File: src/rtl/e2cal_pkg.sv
// Shared types, constants, microcode table and month lengths for the epoch-to-calendar unit.
`timescale 1ns / 1ps

package e2cal_pkg;

  localparam int PcW = 4;

  // The input is biased by a whole number of days so the first divide works on an unsigned
  // value: t + 2^31 + LoadBias equals t + 24856 days.
  localparam logic [32:0] LoadBias  = 33'd74752;
  localparam logic [15:0] DayOffset = 16'd346;   // quotient to days since 1901-01-01
  localparam logic [15:0] WdOffset  = 16'd5;     // quotient to weekday, Sunday is zero
  localparam logic [15:0] Days32Y   = 16'd11688;
  localparam logic [15:0] Days4Y    = 16'd1461;
  localparam logic [7:0]  FirstYear = 8'd1;      // 1901, counted from 1900
  localparam logic [7:0]  Years32   = 8'd32;
  localparam logic [7:0]  Years4    = 8'd4;
  localparam logic [3:0]  MonLast   = 4'd11;

  typedef enum logic [3:0] {
    OP_NOP,
    OP_LOAD_T,
    OP_DIV,
    OP_LOAD_WD,
    OP_LOAD_HR,
    OP_LOAD_MIN,
    OP_SAVE_MS,
    OP_YR32,
    OP_YR4,
    OP_YR1,
    OP_SAVE_YD,
    OP_MON,
    OP_EMIT
  } op_e;

  typedef enum logic [1:0] {
    DV_DAY,
    DV_WEEK,
    DV_HOUR,
    DV_MIN
  } dsel_e;

  typedef enum logic [3:0] {
    C_NEVER,
    C_ALWAYS,
    C_IN_IDLE,
    C_GE32,
    C_GE4,
    C_GE1,
    C_MON_MORE,
    C_OUT_BUSY
  } cond_e;

  typedef struct packed {
    op_e            op;
    dsel_e          dsel;
    cond_e          cond;
    logic [PcW-1:0] target;
  } uword_t;

  typedef struct packed {
    op_e   op;
    dsel_e dsel;
  } uop_t;

  typedef struct packed {
    logic in_valid;
    logic ge32;
    logic ge4;
    logic ge1;
    logic mon_more;
    logic out_busy;
  } stat_t;

  // Step addresses of the program.
  localparam logic [PcW-1:0] PcIdle    = 4'd0;
  localparam logic [PcW-1:0] PcDivDay  = 4'd1;
  localparam logic [PcW-1:0] PcLoadWd  = 4'd2;
  localparam logic [PcW-1:0] PcDivWeek = 4'd3;
  localparam logic [PcW-1:0] PcLoadHr  = 4'd4;
  localparam logic [PcW-1:0] PcDivHour = 4'd5;
  localparam logic [PcW-1:0] PcLoadMin = 4'd6;
  localparam logic [PcW-1:0] PcDivMin  = 4'd7;
  localparam logic [PcW-1:0] PcSaveMs  = 4'd8;
  localparam logic [PcW-1:0] PcYr32    = 4'd9;
  localparam logic [PcW-1:0] PcYr4     = 4'd10;
  localparam logic [PcW-1:0] PcYr1     = 4'd11;
  localparam logic [PcW-1:0] PcSaveYd  = 4'd12;
  localparam logic [PcW-1:0] PcMon     = 4'd13;
  localparam logic [PcW-1:0] PcEmit    = 4'd14;
  localparam logic [PcW-1:0] PcEnd     = 4'd15;

  // A step whose condition holds jumps to its target; otherwise it falls through.
  // A divide step multiplies by a reciprocal, and the step after it reads quotient and
  // remainder, so it carries the same divider select.
  function automatic uword_t ucode_rom(logic [PcW-1:0] pc);
    uword_t w;
    unique case (pc)
      PcIdle:    w = '{OP_LOAD_T,   DV_DAY,  C_IN_IDLE,  PcIdle};
      PcDivDay:  w = '{OP_DIV,      DV_DAY,  C_NEVER,    PcIdle};
      PcLoadWd:  w = '{OP_LOAD_WD,  DV_DAY,  C_NEVER,    PcIdle};
      PcDivWeek: w = '{OP_DIV,      DV_WEEK, C_NEVER,    PcIdle};
      PcLoadHr:  w = '{OP_LOAD_HR,  DV_WEEK, C_NEVER,    PcIdle};
      PcDivHour: w = '{OP_DIV,      DV_HOUR, C_NEVER,    PcIdle};
      PcLoadMin: w = '{OP_LOAD_MIN, DV_HOUR, C_NEVER,    PcIdle};
      PcDivMin:  w = '{OP_DIV,      DV_MIN,  C_NEVER,    PcIdle};
      PcSaveMs:  w = '{OP_SAVE_MS,  DV_MIN,  C_NEVER,    PcIdle};
      PcYr32:    w = '{OP_YR32,     DV_DAY,  C_GE32,     PcYr32};
      PcYr4:     w = '{OP_YR4,      DV_DAY,  C_GE4,      PcYr4};
      PcYr1:     w = '{OP_YR1,      DV_DAY,  C_GE1,      PcYr1};
      PcSaveYd:  w = '{OP_SAVE_YD,  DV_DAY,  C_NEVER,    PcIdle};
      PcMon:     w = '{OP_MON,      DV_DAY,  C_MON_MORE, PcMon};
      PcEmit:    w = '{OP_EMIT,     DV_DAY,  C_OUT_BUSY, PcEmit};
      PcEnd:     w = '{OP_NOP,      DV_DAY,  C_ALWAYS,   PcIdle};
      default:   w = '{OP_NOP,      DV_DAY,  C_ALWAYS,   PcIdle};
    endcase
    return w;
  endfunction

  // Reciprocals that give the exact floor quotient over each dividend's range. The day split
  // divides the seconds shifted right by seven bits by 675, since 86400 is 128 times 675.
  function automatic logic [26:0] recip(dsel_e sel);
    logic [26:0] m;
    unique case (sel)
      DV_DAY:  m = 27'd101806633;   // 2^36 / 675, dividend below 2^26
      DV_WEEK: m = 27'd74899;       // 2^19 / 7, dividend below 2^16
      DV_HOUR: m = 27'd149131;      // 2^29 / 3600, dividend below 2^17
      DV_MIN:  m = 27'd4370;        // 2^18 / 60, dividend below 2^12
      default: m = 27'd101806633;
    endcase
    return m;
  endfunction

  function automatic logic [4:0] month_len(logic [3:0] mon, logic leap);
    logic [4:0] n;
    unique case (mon)
      4'd1:                      n = leap ? 5'd29 : 5'd28;
      4'd3, 4'd5, 4'd8, 4'd10:   n = 5'd30;
      default:                   n = 5'd31;
    endcase
    return n;
  endfunction

endpackage

File: src/rtl/epoch_seconds_to_utc_calendar_unit.sv
// Top level: converts signed epoch seconds into broken-down UTC calendar fields.
`timescale 1ns / 1ps

// A word is accepted in the idle step and runs through the program until its result is
// presented; the emit step waits while the previous result still waits at the output. After
// the emit step the end step returns to the idle step, where the next word can be taken. The
// day split, the weekday and the hour and minute split take two steps each: a multiply by a
// fixed reciprocal in one shared 26 by 27 bit multiplier, then a step that forms quotient and
// remainder. The year walk in 32-year, 4-year and one-year steps and the walk over the month
// lengths follow, one step per cycle, and how long they run depends on the date. The unit takes
// one word at a time; a new word is accepted once the previous one has moved into the output
// register, so the next conversion runs while that result waits to be taken.
module epoch_seconds_to_utc_calendar_unit (
  input  logic               clk_i,
  input  logic               rst_ni,
  input  logic               in_valid_i,
  output logic               in_stall_o,
  input  logic signed [31:0] epoch_seconds_i,
  output logic               out_valid_o,
  input  logic               out_stall_i,
  output logic [5:0]         second_o,
  output logic [5:0]         minute_o,
  output logic [4:0]         hour_o,
  output logic [4:0]         month_day_o,
  output logic [3:0]         month_o,
  output logic [7:0]         years_since_1900_o,
  output logic [2:0]         weekday_o,
  output logic [8:0]         year_day_o
);
  import e2cal_pkg::*;

  uop_t  uop;
  logic  take;
  stat_t stat;

  logic [32:0]     acc_q, acc_d;
  logic [51:0]     prod_q, prod_d;
  logic [15:0]     day_q, day_d;
  logic [16:0]     sod_q, sod_d;
  logic [7:0]      yr_q, yr_d;
  logic [3:0]      mon_q, mon_d;
  logic [5:0]      ss_q, ss_d, mm_q, mm_d;
  logic [4:0]      hh_q, hh_d;
  logic [2:0]      wd_q, wd_d;
  logic [8:0]      yday_q, yday_d;

  logic            out_valid_q, out_valid_d;
  logic [5:0]      second_q, second_d, minute_q, minute_d;
  logic [4:0]      hour_q, hour_d, mday_q, mday_d;
  logic [3:0]      month_q, month_d;
  logic [7:0]      year_q, year_d;
  logic [2:0]      wkd_q, wkd_d;
  logic [8:0]      ydo_q, ydo_d;

  logic [25:0]     dvd, back, rem;
  logic [26:0]     rcp;
  logic [15:0]     quo;
  logic            leap;
  logic [8:0]      ylen;
  logic [4:0]      mlen;

  e2cal_seq u_seq (
    .clk_i  (clk_i),
    .rst_ni (rst_ni),
    .stat_i (stat),
    .uop_o  (uop),
    .take_o (take)
  );

  // Reciprocal divide: quotient from the registered product, remainder by a constant multiply.
  always_comb begin
    rcp = recip(uop.dsel);
    unique case (uop.dsel)
      DV_DAY: begin
        dvd  = acc_q[32:7];
        quo  = prod_q[51:36];
        back = {10'b0, quo} * 26'd675;
      end
      DV_WEEK: begin
        dvd  = acc_q[25:0];
        quo  = prod_q[34:19];
        back = {10'b0, quo} * 26'd7;
      end
      DV_HOUR: begin
        dvd  = acc_q[25:0];
        quo  = prod_q[44:29];
        back = {10'b0, quo} * 26'd3600;
      end
      DV_MIN: begin
        dvd  = acc_q[25:0];
        quo  = prod_q[33:18];
        back = {10'b0, quo} * 26'd60;
      end
      default: begin
        dvd  = acc_q[32:7];
        quo  = prod_q[51:36];
        back = {10'b0, quo} * 26'd675;
      end
    endcase
    rem     = dvd - back;
    // Years here run from 1901 to 2038, so every multiple of four is a leap year.
    leap    = yr_q[1:0] == 2'b00;
    ylen    = leap ? 9'd366 : 9'd365;
    mlen    = month_len(mon_q, leap);
  end

  assign stat = '{
    in_valid: in_valid_i,
    ge32:     day_q >= Days32Y,
    ge4:      day_q >= Days4Y,
    ge1:      day_q >= {7'b0, ylen},
    mon_more: (mon_q < MonLast) && (day_q >= {11'b0, mlen}),
    out_busy: out_valid_q && out_stall_i
  };

  always_comb begin
    acc_d  = acc_q;
    prod_d = prod_q;
    day_d  = day_q;
    sod_d  = sod_q;
    yr_d   = yr_q;
    mon_d  = mon_q;
    ss_d   = ss_q;
    mm_d   = mm_q;
    hh_d   = hh_q;
    wd_d   = wd_q;
    yday_d = yday_q;

    second_d = second_q;
    minute_d = minute_q;
    hour_d   = hour_q;
    mday_d   = mday_q;
    month_d  = month_q;
    year_d   = year_q;
    wkd_d    = wkd_q;
    ydo_d    = ydo_q;

    out_valid_d = out_valid_q && out_stall_i;

    unique case (uop.op)
      OP_NOP: begin
      end
      OP_LOAD_T: begin
        // Flipping the sign bit adds 2^31; the bias brings the total to whole days.
        acc_d = {1'b0, epoch_seconds_i ^ 32'h8000_0000} + LoadBias;
      end
      OP_DIV: begin
        prod_d = {26'b0, dvd} * {25'b0, rcp};
      end
      OP_LOAD_WD: begin
        day_d = quo + DayOffset;
        sod_d = {rem[9:0], acc_q[6:0]};
        yr_d  = FirstYear;
        acc_d = {17'b0, quo + WdOffset};
      end
      OP_LOAD_HR: begin
        wd_d  = rem[2:0];
        acc_d = {16'b0, sod_q};
      end
      OP_LOAD_MIN: begin
        hh_d  = quo[4:0];
        acc_d = {7'b0, rem};
      end
      OP_SAVE_MS: begin
        mm_d = quo[5:0];
        ss_d = rem[5:0];
      end
      OP_YR32: begin
        if (take) begin
          day_d = day_q - Days32Y;
          yr_d  = yr_q + Years32;
        end
      end
      OP_YR4: begin
        if (take) begin
          day_d = day_q - Days4Y;
          yr_d  = yr_q + Years4;
        end
      end
      OP_YR1: begin
        if (take) begin
          day_d = day_q - {7'b0, ylen};
          yr_d  = yr_q + 1'b1;
        end
      end
      OP_SAVE_YD: begin
        yday_d = day_q[8:0];
        mon_d  = '0;
      end
      OP_MON: begin
        if (take) begin
          day_d = day_q - {11'b0, mlen};
          mon_d = mon_q + 1'b1;
        end
      end
      OP_EMIT: begin
        if (!take) begin
          second_d    = ss_q;
          minute_d    = mm_q;
          hour_d      = hh_q;
          mday_d      = day_q[4:0] + 1'b1;
          month_d     = mon_q;
          year_d      = yr_q;
          wkd_d       = wd_q;
          ydo_d       = yday_q;
          out_valid_d = 1'b1;
        end
      end
      default: begin
      end
    endcase
  end

  always_ff @(posedge clk_i or negedge rst_ni) begin
    if (!rst_ni) begin
      out_valid_q <= 1'b0;
    end else begin
      out_valid_q <= out_valid_d;
    end
  end

  always_ff @(posedge clk_i) begin
    acc_q    <= acc_d;
    prod_q   <= prod_d;
    day_q    <= day_d;
    sod_q    <= sod_d;
    yr_q     <= yr_d;
    mon_q    <= mon_d;
    ss_q     <= ss_d;
    mm_q     <= mm_d;
    hh_q     <= hh_d;
    wd_q     <= wd_d;
    yday_q   <= yday_d;
    second_q <= second_d;
    minute_q <= minute_d;
    hour_q   <= hour_d;
    mday_q   <= mday_d;
    month_q  <= month_d;
    year_q   <= year_d;
    wkd_q    <= wkd_d;
    ydo_q    <= ydo_d;
  end

  assign in_stall_o         = uop.op != OP_LOAD_T;
  assign out_valid_o        = out_valid_q;
  assign second_o           = second_q;
  assign minute_o           = minute_q;
  assign hour_o             = hour_q;
  assign month_day_o        = mday_q;
  assign month_o            = month_q;
  assign years_since_1900_o = year_q;
  assign weekday_o          = wkd_q;
  assign year_day_o         = ydo_q;

endmodule

File: src/rtl/e2cal_seq.sv
// Microcode sequencer: step counter, program table and conditional jump logic.
`timescale 1ns / 1ps

module e2cal_seq (
  input  logic               clk_i,
  input  logic               rst_ni,
  input  e2cal_pkg::stat_t   stat_i,
  output e2cal_pkg::uop_t    uop_o,
  output logic               take_o
);
  import e2cal_pkg::*;

  logic [PcW-1:0] pc_q, pc_d;
  uword_t         word;
  logic           take;

  always_comb begin
    word = ucode_rom(pc_q);
    unique case (word.cond)
      C_NEVER:    take = 1'b0;
      C_ALWAYS:   take = 1'b1;
      C_IN_IDLE:  take = !stat_i.in_valid;
      C_GE32:     take = stat_i.ge32;
      C_GE4:      take = stat_i.ge4;
      C_GE1:      take = stat_i.ge1;
      C_MON_MORE: take = stat_i.mon_more;
      C_OUT_BUSY: take = stat_i.out_busy;
      default:    take = 1'b0;
    endcase
    pc_d = take ? word.target : pc_q + 1'b1;
  end

  always_ff @(posedge clk_i or negedge rst_ni) begin
    if (!rst_ni) begin
      pc_q <= PcIdle;
    end else begin
      pc_q <= pc_d;
    end
  end

  assign uop_o  = '{op: word.op, dsel: word.dsel};
  assign take_o = take;

endmodule

File: config.mk
export PLATFORM = sky130hd
export DESIGN_NAME = epoch_seconds_to_utc_calendar_unit
export DESIGN_NICKNAME = d
export VERILOG_FILES = /design/src/rtl/e2cal_pkg.sv /design/src/rtl/epoch_seconds_to_utc_calendar_unit.sv /design/src/rtl/e2cal_seq.sv
export SDC_FILE = /design/constraint.sdc
export NUM_CORES = 2
export LEC_CHECK = 0
export ABC_AREA = 1
export BUFFER_PORTS_ARGS = -buffer_cell sky130_fd_sc_hd__clkbuf_2
export CAP_MARGIN = 10
export CELL_PAD_IN_SITES_DETAIL_PLACEMENT = 0
export CELL_PAD_IN_SITES_GLOBAL_PLACEMENT = 1
export CORE_MARGIN = 2
export CORE_UTILIZATION = 44
export DETAILED_ROUTE_END_ITERATION = 8
export HOLD_SLACK_MARGIN = 0.1
export PLACE_DENSITY_LB_ADDON = 0.1
export SLEW_MARGIN = 15
export SYNTH_ARGS = -nofsm -noshare
export SYNTH_HDL_FRONTEND = slang
export SYNTH_HIERARCHICAL = 1
export SYNTH_SLANG_ARGS = --single-unit
export TNS_END_PERCENT = 30
File: constraint.sdc
create_clock -name clk_i -period 10 [get_ports clk_i]
set_input_delay 1 -clock clk_i [delete_from_list [all_inputs] [get_ports clk_i]]
set_output_delay 1 -clock clk_i [all_outputs]
set_load 0.02 [all_outputs]
-- After elaboration in Yosys (flattened, before gate mapping)
Memory sizes are Yosys's and may differ from the RTL's.
Index checks and enable logic that the tools add are counted.
- bits in registers: 210
- bits in read-only memories: 208
- input bits: 36
- output and inout port bits: 48
- logic and storage cells: 118
- memories kept: 1
- $add $sub $neg: 14
- multiply operators: 5
- order comparisons: 5
- eq/ne operators: 32
- multiplexer cells: 23
- bitwise gates (word level): 2
- reduce and logical (&&, ||, !) cells: 15
- memory list (name ; depth ; bits a word ; read ports ; clocked after memory_dff ; wr ports ; line ; source):
    (name not given) ; 16 ; 13 ; 1 ; 0 ; 0 ; e2cal_pkg.sv:98 ; unique case (pc)
- operator list (cell ; number):
    $pmux 33 s4 ; 1
    $pmux 27 s4 ; 1
    $pmux 26 s4 ; 1
    $pmux 16 s5 ; 1
    $mux 16 ; 4
    $pmux 16 s4 ; 1
    $mul 26x27->52 ; 1
    $pmux 26 s2 ; 1
    $eq 4x3->1 const B ; 9
    $add 32x17->33 const B ; 1
    $pmux 8 s4 ; 1
    $eq 4x4->1 const B ; 7
    $mul 16x10->26 const B ; 1
    $sub 26x26->26 ; 1
    $mux 8 ; 3
    $mul 16x8->22 const B ; 1
    $eq 4x2->1 const B ; 5
    $mul 16x4->20 const B ; 1
    $mul 16x3->19 const B ; 1
    $add 16x3->16 const B ; 1
    $add 16x9->16 const B ; 1
    $ge 16x11->1 const B ; 1
    $ge 16x14->1 const B ; 1
    $ge 16x5->1 ; 1
    34 further kinds ; 49

-- Depth between registers and ports, before layout
- depth after elaboration: 8
- depth in mapped cells: 42

-- Cells and area by module
The synthesis kept the hierarchy.
- modules (own cells, without submodules) (module ; instances ; cells each ; area an instance (um^2) ; sequential area each (um^2)):
    epoch_seconds_to_utc_calendar_unit ; 1 ; 4524 ; 36172.2 ; 5640.4
    e2cal_seq ; 1 ; 92 ; 601.8 ; 100.1

-- Worst setup path after synthesis
Ideal clock, no wire load.
- path type: flip-flop to flip-flop
- start point: register u_seq.pc_q[0]
- end point: register prod_q[44] (data pin)
- arrival time: 7.878 ns
- required time: 9.748 ns
- path slack: 1.870 ns
- cell stages (with the launch flop): 38
- buffers on the path: 3
- cell sequence: dfrtp_1 -> inv_1 -> ha_1 -> nand2_4 -> nand2_1 -> o21ai_0 -> inv_1 -> ha_1 -> buf_6 -> buf_4 -> nor2_2 -> clkinv_1 -> buf_2 -> nand2_1 -> inv_1 -> fa_1 -> inv_1 -> fa_1 -> [2 not listed] -> fa_1 -> inv_1 -> fa_1 -> inv_1 -> fa_1 -> inv_1 -> fa_1 -> inv_1 -> ha_1 -> nand2_1 -> nand2_1 -> a31oi_1 -> a21boi_0 -> o21ai_0 -> a21oi_1 -> nand2_1 -> nand2_1 -> nand2_1
- RTL lines (item ; line ; source):
    from (decl) ; e2cal_seq.sv:13 ; logic [PcW-1:0] pc_q, pc_d;
    from (signal assigned) ; e2cal_seq.sv:35 ; pc_q <= PcIdle;
    from (signal assigned) ; e2cal_seq.sv:37 ; pc_q <= pc_d;
    to (signal assigned) ; epoch_seconds_to_utc_calendar_unit.sv:224 ; prod_q <= prod_d;
    to (decl) ; epoch_seconds_to_utc_calendar_unit.sv:37 ; logic [51:0] prod_q, prod_d;

==> results.sh <==
export IMPL_synth_warnings=6
export IMPL_antenna_found_initial=0
export IMPL_synth_seq_cells=192
export IMPL_grt_pass1_wl_mm=187.9
export IMPL_yosysTopAreaCellShare_pct=23.19
export IMPL_yosys_top_cells_count="inv_1 (1,084), nand2_1 (701), ha_1 (570)"
export IMPL_synth_edff_count=187
export IMPL_die_w_um=293.1
export IMPL_synth_seq_area_share_pct=15.61
export IMPL_hpwlAfterDp_mm=107.8
export IMPL_clkTransAtPathRegs_ns=0.10
export IMPL_async_reset_ff_share_pct=2.604
export IMPL_fin_skew_ns=0.03299
export IMPL_grt_setup_unrepaired="false"
export IMPL_maxCapViolCount=0
export IMPL_drive_gt1_share_pct=5.709
export IMPL_final_nets=5731
export IMPL_htree_levels=4
export IMPL_finalCritPeriodShare_pct=93.21
export IMPL_cts_buffers=17
export IMPL_worstPathRequired_ns=10.26
export IMPL_die_h_um=293.1
export IMPL_setup_tns_ns=0
export IMPL_endpoint="prod_q[42]"
export IMPL_slew_headroom_pct=28.31
export IMPL_io_pins=84
export IMPL_yosys_most_used_dff="edfxtp_1"
export IMPL_critPathCaptureType="flip-flop"
export IMPL_ys_types=69
export IMPL_drv_slew=0
export IMPL_row_count=106
export IMPL_drt_first_pass_iters=5
export IMPL_routedWlPerCell_um=21.55
export IMPL_setup_viol=0
export IMPL_syn_avg_cell_area_um2=7.967
export IMPL_cts_num_sinks=192
export IMPL_synthTopCellsByArea="fa_1 (23%), ha_1 (19%), edfxtp_1 (15%)"
export IMPL_clock_path_buffers=2
export IMPL_grt_max_degree=49
export IMPL_fillers=8450
export IMPL_crit_path_top_delay_cell="nor2_1"
export IMPL_cts_hold_buf=0
export IMPL_postRouteAntennaNets=0
export IMPL_r2r_cells=33
export IMPL_status="finished clean"
export IMPL_syn_inst=4616
export IMPL_worst_slew_pin_slew_ns=1.075
export IMPL_cts_tree="done"
export IMPL_cpMostUsedCell="inv_1"
export IMPL_grt_total_usage_pct=29.42
export IMPL_num_vias=30640
export IMPL_hold_viol_final=0
export IMPL_whs_ns=0.2982
export IMPL_synth_most_common_cell="inv_1"
export IMPL_viasPerCell=5.289
export IMPL_syn2layout_area_growth_pct=6.699
export IMPL_clockRootBuffer="clkbuf_16"
export IMPL_place_area_um2=38570
export IMPL_syn_area_um2=36770
export IMPL_finalInstanceArea_um2=39240
export IMPL_path_class="reg -> reg"
export IMPL_dieArea_um2=85900
export IMPL_final_util_pct=47.18
export IMPL_routed_wl_mm=124.9
export IMPL_critPathLaunch="u_seq/pc_q[0]"
export IMPL_slowest_delay_ns=0.63
export IMPL_period_needed_ns=9.321
export IMPL_r2r_start="u_seq/pc_q[0]"
export IMPL_portBuffers=83
export IMPL_crit_fanout=41
export IMPL_yosysTopAreaCell="fa_1"
export IMPL_synth_fp_nets=5648
export IMPL_core_area_um2=83160
export IMPL_clock_fmax_ghz=0.1073
export IMPL_worstSkewPairLatency_ns=0.51
export IMPL_gp_congestion=0.9762
export IMPL_hp_class="in -> async"
export IMPL_start_util_pct=44.22
export IMPL_start_kind="flip-flop"
export IMPL_drc_errors=0
export IMPL_arrival_ns=9.58
export IMPL_reg2reg_to="prod_q[42]"
export IMPL_rrSetupSlack_ns=0.68
export IMPL_grt_pass1_vias=30390
export IMPL_overflow=0
export IMPL_drt_initial_drc_count=2087
[worst max-delay path: cells and delay by family, from the launching register on]
| kind | cells | cell delay [ns] |
|---|---|---|
| AOI/OAI and AO/OA | 7 | 1.63 |
| xor gates and xnor gates | 1 | 0.15 |
| adders and majority gates | 10 | 4.37 |
| buffers and inverters | 10 | 1.10 |
| DFF | 1 | 0.45 |
| and+or+nand+nor | 5 | 1.36 |
[cell type report]
cell class | count | area (um^2) | share of cell area [%]
multi-input combinational | 3242 | 26520 | 67.58
sequential | 192 | 5741 | 14.63
inverter | 1115 | 4194 | 10.69
tap | 1080 | 1351 | 3.444
timing repair buffer | 131 | 775.7 | 1.977
clock buffer | 17 | 425.4 | 1.084
clock inverter | 15 | 230.2 | 0.5867
antenna | 2 | 5.005 | 0.01276
[sequential cells by signal, summed over array words and instances, names as in the netlist, 6 cells and up]
name,flops
acc_q,33
sod_q,17
second_o,6
yday_q,9
day_q,16
years_since_1900_o,8
yr_q,8
year_day_o,9
mm_q,6
minute_o,6
ss_q,6
prod_q,34
[cells in the final DEF, fill, tap and decap left out, types with 5 or more instances in the layout]
master,netlist,final
a211oi_1,5,5
a21boi_0,10,10
a21o_1,22,22
a21oi_1,246,246
a31oi_1,21,21
buf_4,6,48
clkbuf_16,0,17
clkbuf_2,1,83
clkinv_1,6,5
dfrtp_1,5,5
edfxtp_1,187,187
fa_1,426,426
ha_1,570,569
inv_1,1084,1084
inv_2,23,23
nand2_1,701,701
nand2_2,14,14
nand2_4,5,5
nand3_1,198,198
nand3b_1,14,14
nand4_1,40,40
nor2_1,476,474
nor2_2,19,19
nor2_4,3,5
nor3_1,37,37
nor4_1,15,15
o2111ai_1,5,5
o211ai_1,15,15
o21a_1,11,11
o21ai_0,187,187
o21ai_1,19,19
o21bai_1,24,24
o22ai_1,14,14
o22ai_2,5,5
o31ai_1,5,5
or2_2,12,12
xnor2_1,24,24
xor2_1,49,49
[how the worst min path moves through the flow]
stage	start	endpoint	slack, ns	cells past startpoint
2_1_floorplan	hh_q[0]	hour_o[0]	0.40	0
6_report	rst_ni	u_seq/pc_q[0]	0.30	1
3_5_place_dp	ss_q[2]	second_o[2]	0.40	0
5_1_grt	rst_ni	u_seq/pc_q[0]	0.29	1
4_1_cts	rst_ni	u_seq/pc_q[0]	0.28	1
3_3_place_gp	yday_q[8]	year_day_o[8]	0.40	0
[kinds of logic after synthesis]
logic type,after synthesis,share of synthesized area [%]
flip-flops,192,15.61
buffers and inverters,1182,12.36
AO/OA/AOI/OAI,626,9.979
adder cells (fa/ha/maj),996,42.58
AND/OR/NAND/NOR,1547,17.73
XOR/XNOR,73,1.739
[layer usage]
layer,global-route usage (%),vias to the layer above,wire (um),part of all wire (%)
met3,3.343,144,6555,5.2
met2,48.09,829,58170,47
met1,40.67,14880,56000,45
met4,9.644,0,4148,3.3
li1,-,14790,-,-
met5,0,-,0,0
[through the flow]
step / std cells / worst slack, ns
final: 5794 / 0.6790
after global routing: 5792 / 0.1014
after CTS: 5792 / 0.6929
after detailed placement: 5760 / 0.7320
after global placement: 5760 / 0.8267
after floorplan: 4616 / 1.870
[what timing repair did]
item	4_1_cts	5_1_grt
resized for setup	0	1
setup endpoints to repair	0	1
buffers inserted	0	0
Power is not shown: default switching activity piles up to over one toggle a cycle in this logic, so the estimate is an artifact.
